File: src/rtl/core/blkc_pkg.sv
// Shared types and constants for the block cache aging replacement engine.
package blkc_pkg;

	localparam int AGE_W = 8;
	localparam int SLOT_FIELD_W = 3;
	localparam int OUT_DATA_W = 8;

	localparam logic [AGE_W-1:0] AGE_START_RESET = 8'd100;
	localparam logic [AGE_W-1:0] AGE_MAX = 8'd255;

	localparam logic OP_LOOKUP = 1'b0;
	localparam logic OP_PROBE = 1'b1;

	typedef struct packed {
		logic load;
		logic exec;
	} blkc_cmd_t;

endpackage

File: src/rtl/core/blkc_ctrl.sv
// Controller state machine that sequences request capture, lookup and result handoff.
module blkc_ctrl
	import blkc_pkg::*;
(
	input  logic       clk,
	input  logic       arst_n,
	input  logic       s_tvalid,
	output logic       s_tready,
	output logic       m_tvalid,
	input  logic       m_tready,
	output blkc_cmd_t  cmd
);

	typedef enum logic {
		ST_IDLE,
		ST_LOOKUP
	} state_t;

	state_t state_q;
	logic   m_tvalid_q;
	logic   out_free;

	assign out_free = !m_tvalid_q || m_tready;
	assign s_tready = (state_q == ST_IDLE);
	assign m_tvalid = m_tvalid_q;

	always_comb begin
		cmd.load = (state_q == ST_IDLE) && s_tvalid;
		cmd.exec = (state_q == ST_LOOKUP) && out_free;
	end

	always_ff @(posedge clk or negedge arst_n) begin
		if (!arst_n) begin
			state_q <= ST_IDLE;
			m_tvalid_q <= 1'b0;
		end else begin
			if (cmd.exec) begin
				m_tvalid_q <= 1'b1;
			end else if (m_tready) begin
				m_tvalid_q <= 1'b0;
			end
			unique case (state_q)
				ST_IDLE: begin
					if (s_tvalid) begin
						state_q <= ST_LOOKUP;
					end
				end
				ST_LOOKUP: begin
					if (out_free) begin
						state_q <= ST_IDLE;
					end
				end
				default: state_q <= ST_IDLE;
			endcase
		end
	end

endmodule

File: src/rtl/core/blkc_dp.sv
// Datapath with slot tags, valid bits, aging counters, victim selection and result register.
module blkc_dp
	import blkc_pkg::*;
#(
	parameter int SLOTS = 8,
	parameter int BLOCK_BITS = 16
) (
	input  logic                  clk,
	input  logic                  arst_n,
	input  blkc_cmd_t             cmd,
	input  logic                  req_cmd,
	input  logic [BLOCK_BITS-1:0] req_block,
	input  logic                  cfg_we,
	input  logic [AGE_W-1:0]      cfg_data,
	output logic [OUT_DATA_W-1:0] result
);

	localparam int IDX_W = (SLOTS > 1) ? $clog2(SLOTS) : 1;

	logic                  req_cmd_q;
	logic [BLOCK_BITS-1:0] req_block_q;
	logic [AGE_W-1:0]      age_start_q;
	logic [BLOCK_BITS-1:0] tag_q [SLOTS];
	logic [AGE_W-1:0]      age_q [SLOTS];
	logic [SLOTS-1:0]      valid_q;
	logic [OUT_DATA_W-1:0] result_q;

	logic             hit_found;
	logic [IDX_W-1:0] hit_idx;
	logic             have_empty;
	logic [IDX_W-1:0] empty_idx;
	logic [AGE_W-1:0] min_age;
	logic [IDX_W-1:0] oldest_idx;
	logic [IDX_W-1:0] victim_idx;
	logic [IDX_W-1:0] sel_idx;
	logic             res_hit;
	logic             res_fill;
	logic [SLOT_FIELD_W-1:0] res_slot;

	function automatic logic [AGE_W-1:0] age_dec(input logic [AGE_W-1:0] a);
		return (a != '0) ? a - 1'b1 : a;
	endfunction

	always_comb begin
		hit_found = 1'b0;
		hit_idx = '0;
		have_empty = 1'b0;
		empty_idx = '0;
		min_age = AGE_MAX;
		oldest_idx = '0;
		for (int i = 0; i < SLOTS; i++) begin
			if (!hit_found && valid_q[i] && (tag_q[i] == req_block_q)) begin
				hit_found = 1'b1;
				hit_idx = IDX_W'(i);
			end
			if (!valid_q[i]) begin
				have_empty = 1'b1;
				empty_idx = IDX_W'(i);
			end else if (age_q[i] < min_age) begin
				min_age = age_q[i];
				oldest_idx = IDX_W'(i);
			end
		end
		victim_idx = have_empty ? empty_idx : oldest_idx;
		res_hit = hit_found;
		res_fill = (req_cmd_q == OP_LOOKUP) && !hit_found;
		if (hit_found) begin
			sel_idx = hit_idx;
		end else if (req_cmd_q == OP_LOOKUP) begin
			sel_idx = victim_idx;
		end else begin
			sel_idx = '0;
		end
		res_slot = SLOT_FIELD_W'(sel_idx);
	end

	assign result = result_q;

	always_ff @(posedge clk or negedge arst_n) begin
		if (!arst_n) begin
			age_start_q <= AGE_START_RESET;
			valid_q <= '0;
			for (int i = 0; i < SLOTS; i++) begin
				tag_q[i] <= '0;
				age_q[i] <= '0;
			end
		end else begin
			if (cfg_we) begin
				age_start_q <= cfg_data;
			end
			if (cmd.exec && (req_cmd_q == OP_LOOKUP)) begin
				for (int i = 0; i < SLOTS; i++) begin
					if (hit_found && (hit_idx == IDX_W'(i))) begin
						age_q[i] <= age_dec(age_start_q);
					end else if (!hit_found && (victim_idx == IDX_W'(i))) begin
						age_q[i] <= age_start_q;
						tag_q[i] <= req_block_q;
						valid_q[i] <= 1'b1;
					end else begin
						age_q[i] <= age_dec(age_q[i]);
					end
				end
			end
		end
	end

	always_ff @(posedge clk) begin
		if (cmd.load) begin
			req_cmd_q <= req_cmd;
			req_block_q <= req_block;
		end
		if (cmd.exec) begin
			result_q <= {{(OUT_DATA_W - SLOT_FIELD_W - 2){1'b0}}, res_fill, res_slot, res_hit};
		end
	end

endmodule

File: src/rtl/core/block_cache_aging_replacement.sv
// Top level of the block cache aging replacement engine.
// A request is captured in ST_IDLE; ST_LOOKUP then does lookup, victim choice and update.
// A new request is taken only after the previous lookup ends; a stalled result holds the lookup.
// A result waits in an output register, and the next request is accepted meanwhile.
// Reset is asynchronous and active low: all slots become empty with age zero, age_start is 100.
// Configuration writes are taken in any cycle.
module block_cache_aging_replacement
	import blkc_pkg::*;
#(
	parameter int SLOTS = 8,
	parameter int BLOCK_BITS = 16
) (
	input  logic                              clk,
	input  logic                              arst_n,
	input  logic                              s_tvalid,
	output logic                              s_tready,
	input  logic [((BLOCK_BITS+7)/8)*8-1:0]   s_tdata,  // block
	input  logic                              s_tuser,  // cmd
	output logic                              m_tvalid,
	input  logic                              m_tready,
	output logic [OUT_DATA_W-1:0]             m_tdata,  // hit, slot, fill_needed
	input  logic                              cfg_valid,
	output logic                              cfg_ready,
	input  logic [AGE_W-1:0]                  cfg_data
);

	blkc_cmd_t cmd;

	assign cfg_ready = 1'b1;

	blkc_ctrl u_ctrl (
		.clk      (clk),
		.arst_n   (arst_n),
		.s_tvalid (s_tvalid),
		.s_tready (s_tready),
		.m_tvalid (m_tvalid),
		.m_tready (m_tready),
		.cmd      (cmd)
	);

	blkc_dp #(
		.SLOTS      (SLOTS),
		.BLOCK_BITS (BLOCK_BITS)
	) u_dp (
		.clk       (clk),
		.arst_n    (arst_n),
		.cmd       (cmd),
		.req_cmd   (s_tuser),
		.req_block (s_tdata[BLOCK_BITS-1:0]),
		.cfg_we    (cfg_valid),
		.cfg_data  (cfg_data),
		.result    (m_tdata)
	);

endmodule

File: config.mk
export PLATFORM = sky130hd
export DESIGN_NAME = block_cache_aging_replacement
export DESIGN_NICKNAME = d
export VERILOG_FILES = /design/src/rtl/core/blkc_pkg.sv /design/src/rtl/core/blkc_ctrl.sv /design/src/rtl/core/blkc_dp.sv /design/src/rtl/core/block_cache_aging_replacement.sv
export SDC_FILE = /design/constraint.sdc
export NUM_CORES = 1
export LEC_CHECK = 0
export BUFFER_PORTS_ARGS = -buffer_cell sky130_fd_sc_hd__clkbuf_2
export CAP_MARGIN = 10
export CORE_UTILIZATION = 40
export CTS_CLUSTER_DIAMETER = 30
export CTS_CLUSTER_SIZE = 16
export DETAILED_ROUTE_END_ITERATION = 7
export GPL_TIMING_DRIVEN = 0
export HOLD_SLACK_MARGIN = 0.06
export PLACE_DENSITY = 0.62
export SETUP_SLACK_MARGIN = 0.4
export SYNTH_ARGS = -nofsm -noshare
export SYNTH_HDL_FRONTEND = slang
export SYNTH_SLANG_ARGS = --single-unit
export TNS_END_PERCENT = 5
File: constraint.sdc
create_clock -name clk -period 13.1 [get_ports clk]
set_clock_uncertainty 0.1 [all_clocks]
set_input_delay 1.31 -clock clk [delete_from_list [all_inputs] [get_ports clk]]
set_output_delay 1.31 -clock clk [all_outputs]
set_load 0.02 [all_outputs]
# After elaboration in Yosys (flattened, before gate mapping)
# Index checks and enable logic that the tools add are counted.
[totals] ff_bits=232 in_bits=30 out_inout_bits=11 elab_cells=251
[classes] mux=91 n_reduce_logical=81 n_lt_le_gt_ge=8 n_eq_ne=22 bitwise=10 addsub=9
[ops] op="$mux W8" count=39
[ops] op="$eq A16 B16 Y1" count=8
[ops] op="$mux W3" count=24
[ops] op="$reduce_bool A8 Y1" count=9
[ops] op="$sub A8 B1 Y8 const B" count=9
[ops] op="$lt A8 B8 Y1" count=7
[ops] op="$logic_and A1 B1 Y1" count=35
[ops] op="$eq A3 B3 Y1 const B" count=8
[ops] op="$reduce_and A3 Y1" count=8
[ops] op="$reduce_bool A3 Y1" count=8
[ops] op="$mux W1" count=23
[ops] op="$reduce_and A2 Y1" count=8
[ops] op="$eq A3 B2 Y1 const B" count=4
[ops] op="$not A1 Y1" count=10
[ops] op="$logic_not A1 Y1" count=9
[ops] op="$lt A8 B8 Y1 const B" count=1
[ops] op="$mux W2" count=4
[ops] op="$eq A3 B1 Y1 const B" count=2
[ops] op="$logic_not A3 Y1" count=2
[ops] op="$pmux W1 S2" count=1
[ops] op="$reduce_bool A2 Y1" count=1
[ops] op="$logic_or A1 B1 Y1" count=1

# Logic depth before layout (Yosys ltp)
[depth] word_depth=35 depth_mapped=79 mapped_depth_nobuf=70

# Modules after synthesis
# A second synthesis with hierarchy kept.
[unflattened] hier_cells=1717 hier_area_um2=16438.3
[modules_own_cells] mod="blkc_dp" seq_area_each_um2=5869.4 area_each_um2=16333.2 cells_each=1707 instances=1
[modules_own_cells] mod="blkc_ctrl" seq_area_each_um2=50.0 area_each_um2=93.8 cells_each=8 instances=1
[modules_own_cells] mod="block_cache_aging_replacement" seq_area_each_um2=0.0 area_each_um2=11.3 cells_each=2 instances=1

# Least setup slack after synthesis
# Ideal clock, no wire load.
[synth_path] kind="register to register" start="reg u_dp.valid_q[0]" end="reg u_dp.tag_q[87] in the netlist's numbering" required_ps=12872 path_buffers=9 slack_ps=-1023 arrival_time_ps=13895 setup_ps=128 path_stages_with_launch=76 period_less_slack_ps=14123 cell_sequence="dfrtp_1 > inv_2 > nor2_1 > ha_1 > and4_1 > and2_1 > o2111ai_4 > nand2_1 > clkbuf_1 > nor2_1 > a21oi_1 > inv_1 > ha_1 > a211oi_1 > o21ai_0 > nor4_1 > mux2i_1 > and2_1 > [40 not listed] > a41o_1 > o31a_1 > buf_4 > mux2_2 > ha_1 > a21o_1 > nand2_1 > nand4b_1 > a2111o_1 > or3_1 > a31o_2 > and2_1 > buf_4 > nor3_4 > and2_1 > buf_4 > buf_4 > mux2_1"
[synth_via] elab_chain_cells=34 word_cells_on_any_way=87 classes_between="order compare (7); eq/ne (2); mux (51); bitwise (1); reduce/logical (26)"
[synth_rtl] item="from (decl)" line_no="blkc_dp.sv:25" text="logic [SLOTS-1:0] valid_q;"
[synth_rtl] item="from (signal assigned)" line_no="blkc_dp.sv:82" text="valid_q <= '0;"
[synth_rtl] item="from (signal, indexed assignment)" line_no="blkc_dp.sv:98" text="valid_q[i] <= 1'b1;"
[synth_rtl] item="branches (longest 33 deep; another with $lt A8 B8 Y1)"
[synth_rtl] item="$reduce_and A3 Y1 (no source line) (*)"
[synth_rtl] item="to (signal, indexed assignment)" line_no="blkc_dp.sv:97" text="tag_q[i] <= req_block_q;"
[synth_rtl] item="to (decl)" line_no="blkc_dp.sv:23" text="logic [BLOCK_BITS-1:0] tag_q [SLOTS];"
# Mark *: on every way between the ends.
# A chain may end at the register's enable or synchronous reset.

# Worst setup path in the final report
[layout_path] start="reg u_dp.valid_q[0]" end="reg u_dp.age_q[19] in the netlist's numbering"
[layout_via] elab_chain_cells=34 word_cells_on_any_way=89 classes_between="order compare (7); eq/ne (2); mux (53); reduce/logical (27)"
[layout_rtl] item="branches (longest 34 deep; another with $lt A8 B8 Y1)"
[layout_rtl] item="to (signal, indexed assignment)" line_no="blkc_dp.sv:94" text="age_q[i] <= age_dec(age_start_q);"
[layout_rtl] item="to (signal, indexed assignment)" line_no="blkc_dp.sv:96" text="age_q[i] <= age_start_q;"
[layout_rtl] item="to (signal, indexed assignment)" line_no="blkc_dp.sv:100" text="age_q[i] <= age_dec(age_q[i]);"
[layout_rtl] item="to (decl)" line_no="blkc_dp.sv:24" text="logic [AGE_W-1:0] age_q [SLOTS];"
# Parallel ways; which one is timed is not known.

==> flow_summary_export.csv <==
group,metric,value,unit
setup_path,start_kind,"flip-flop",
yosys,synth-seq-cells,232,
grt,antenna_found_initial,0,
floorplanning,die_y,198,um
detailed_routing,remaining_drc_errors,0,
detailed_routing,drt_wl_total,53.9,mm
floorplanning,pin_count,41,
clock_tree,root_buffer,"clkbuf_16",
floorplanning,rows,71,
setup_path,cpMostUsedCell,"buf_4",
detailed_routing,wl_per_cell,22.2,um
outcome,outcome,"finished, violations left",
layout,final_util,57.3,%
clock_tree,clk-insertion-delay-late,0.58,ns
grt,overflow,0,
outcome,violations,"negative setup slack",
clock_tree,clk_path_buf_depth,3,
layout,layout-drive-gt1-share,36.3,%
grt,grt_max_degree,91,
grt,grt_pass1_vias,14140,
place,place_area,0.0165,mm2
layout,fin_nets,1949,
timing,setup_slack,-0.614,ns
place,place_congestion,0.971,
detailed_routing,routed_via_density,5.88,
timing,layout_min_cycle_time,13.71,ns
clock_tree,postCtsHoldBufs,0,
layout,nFillCells,3092,
clock_tree,cts_tree,"done",
yosys,synth-edff-count,22,
floorplanning,die_w,198,um
timing,min_period_over_period,105,%
timing,setup_viol,200,
setup_path,crit_path_top_delay_cell,"dfrtp_2",
clock_tree,htreeDepth,2,
place,place_ws,-2.40,ns
grt,groute.usage.overall,27.1,%
layout,diodes,0,
detailed_routing,num_vias,14250,
yosys,synth_warnings,0,
grt,grt_pass1_wl,81.7,mm
setup_path,critical_path.max_fanout,7,
setup_path,cp.required,13.45,ns
detailed_routing,ant_nets,0,
clock_tree,cts_inserted_buffers,55,
detailed_routing,drt_pass1_iterations,6,
timing,slew_headroom,6.76,%
layout,ff_latch_area,0.00592,mm2
timing,rsz0062_at_grt,"yes",
flow_run,cap_violations,0,
layout,final_cell_mix,"dfrtp_1 (203), buf_4 (134), xnor2_1 (116)",
place,place_inst,2153,
yosys,synth_area_per_cell,9.61,um2
yosys,ys_dominant_reg_cell,"dfrtp_1",
layout,syn2layout_area_growth,40.8,%
setup_path,critPathKind,"reg -> reg",
timing,finalMaxSlewViolations,0,
layout,multi_input_area,0.0102,mm2
setup_path,worstPathArrival,14.06,ns
timing,max_freq,72.9,MHz
floorplanning,coreArea,0.0378,mm2
clock_tree,clock_sinks,232,
yosys,synth_area,0.0154,mm2
yosys,synthArstFlopShare,90.5,%
floorplanning,initial_utilization,40.7,%
setup_path,rrSetupSlack,-0.61,ns
yosys,synth.distinct_cells,96,
timing,worst_slew_pin_slew,1.38,ns
hold_path,hold_path.class,"reg -> reg",
setup_path,cpPeakStageDelay,0.45,ns
layout,fin_area,0.0216,mm2
layout,fin_cells,2425,
floorplanning,dieArea,0.0392,mm2
detailed_routing,drt-initial-drc-count,1348,
yosys,netlist_instances,1600,
place,portBuffers,36,
clock_tree,clkTransAtPathRegs,0.05,ns
timing,hold_viol,0,
layout,layout_commonest_cell,"dfrtp_1",
yosys,seq_area_frac_synth,38.5,%
setup_path,critPathCaptureType,"flip-flop",
place,dp_hpwl,34.9,mm
==> layout make-up <==
class                   count  share of cell area, %
plain buffers             103                   3.37
multi-input cells        1207                   47.3
repair buffers            209                   8.44
well taps                 511                   2.95
clock inverters            38                   2.66
inverters                  60                   1.06
clock buffers              65                   6.81
flip-flops and latches    232                   27.4
==> synth_stat cells, types with 7 or more instances <==
| library cell | n | area, um2 |
|---|---|---|
| buf_4 | 11 | 82.6 |
| o22ai_1 | 10 | 62.6 |
| a21o_1 | 7 | 52.6 |
| nand4_1 | 27 | 169 |
| or2_2 | 12 | 75.1 |
| edfxtp_1 | 22 | 661 |
| nand3_1 | 32 | 160 |
| nor2_1 | 114 | 428 |
| mux2i_1 | 21 | 210 |
| a21oi_1 | 62 | 310 |
| clkbuf_1 | 71 | 267 |
| nor2b_1 | 11 | 68.8 |
| nand2b_1 | 14 | 87.6 |
| buf_2 | 16 | 80.1 |
| and2_1 | 12 | 75.1 |
| nor4_1 | 30 | 188 |
| a31oi_1 | 17 | 106 |
| mux2_1 | 27 | 304 |
| nand2_1 | 111 | 417 |
| xor2_1 | 54 | 473 |
| mux2_2 | 109 | 1230 |
| nor3_1 | 40 | 200 |
| a22o_1 | 7 | 61.3 |
| xnor2_1 | 116 | 1020 |
| o21a_1 | 14 | 105 |
| inv_1 | 56 | 210 |
| a22oi_1 | 7 | 52.6 |
| dfrtp_1 | 207 | 5180 |
| o211ai_1 | 17 | 128 |
| a211oi_1 | 34 | 255 |
| o21ai_0 | 90 | 450 |
| ha_1 | 51 | 638 |
| o21ai_1 | 15 | 75.1 |
| o22a_1 | 20 | 175 |
==> worst max-delay path: cells and delay by family (launching register included) <==
| kind | cells | cell delay [ns] |
|---|---|---|
| buffers and inverters | 38 | 4.59 |
| AO/OA/AOI/OAI | 19 | 3.80 |
| AND/OR/NAND/NOR | 16 | 2.52 |
| adder cells (fa/ha/maj) | 5 | 1.21 |
| multiplexers | 3 | 0.84 |
| flip-flops | 1 | 0.45 |
==> final timing paths <==
| check | start | endpoint | cells after the start |
|---|---|---|---|
| min in group asynchronous | arst_n | u_dp.tag_q[21]$_DFFE_PN0P_ | 1 |
| setup reg to reg | u_dp.valid_q[0]$_DFFE_PN0P_ | u_dp.age_q[19]$_DFFE_PN0P_ | 81 |
| max in group asynchronous | arst_n | u_dp.age_q[56]$_DFFE_PN0P_ | 2 |
| hold reg to reg | u_dp.tag_q[65]$_DFFE_PN0P_ | u_dp.tag_q[65]$_DFFE_PN0P_ | 1 |
| setup / recovery | u_dp.valid_q[0]$_DFFE_PN0P_ | u_dp.age_q[19]$_DFFE_PN0P_ | 81 |
| hold / removal | u_dp.tag_q[65]$_DFFE_PN0P_ | u_dp.tag_q[65]$_DFFE_PN0P_ | 1 |
==> kinds of logic (layout without fill, tap and decap cells) <==
family / count (synthesis) / in the layout / share of synthesized area (%)
xor gates and xnor gates: 170 / 170 / 9.68
muxes: 158 / 158 / 11.4
and+or+nand+nor: 457 / 457 / 15.2
other: 2 / 4 / 0.0489
DFF: 232 / 232 / 38.5
AOI/OAI and AO/OA: 366 / 366 / 16.5
buffers and inverters: 163 / 475 / 4.48
adders and majority gates: 52 / 52 / 4.22
==> repair_timing <==
| action | CTS | global route |
|---|---|---|
| pin swaps | 71 | 60 |
| gates resized for setup | 231 | 155 |
| cloned | 9 | 4 |
| setup endpoints to repair | 203 | 203 |
| hold endpoints to repair | 0 | 0 |
| setup buffers | 117 | 39 |
==> metal layers <==
metal | track usage [%] | routed length, um | part of all wire (%) | vias to the layer above
li1 | - | - | - | 6343
met4 | 9.30 | 2040 | 3.8 | 0
met1 | 35.0 | 22100 | 41 | 7062
met3 | 5.21 | 4250 | 7.9 | 155
met2 | 45.1 | 25500 | 47 | 690
met5 | 0 | 0 | 0 | -
==> state kept, by name, summed over array words and instances (netlist names) <==
name / count
u_ctrl.m_tvalid: 1
u_ctrl.state_q: 1
u_dp.age_q: 64
u_dp.age_start_q: 8
u_dp.req_block_q: 16
u_dp.req_cmd_q: 1
u_dp.result: 5
u_dp.tag_q: 128
u_dp.valid_q: 8
==> stage by stage <==
step,hold slack (ns),setup TNS [ns]
after CTS,0.417,-58.19
after floorplan,0.363,0
final,0.423,-93.74
after global routing,0.433,-176.27
after global placement,0.389,-396.81
after detailed placement,0.400,-434.07
Power is not shown: default switching activity piles up to over one toggle a cycle in this logic, so the estimate is an artifact.
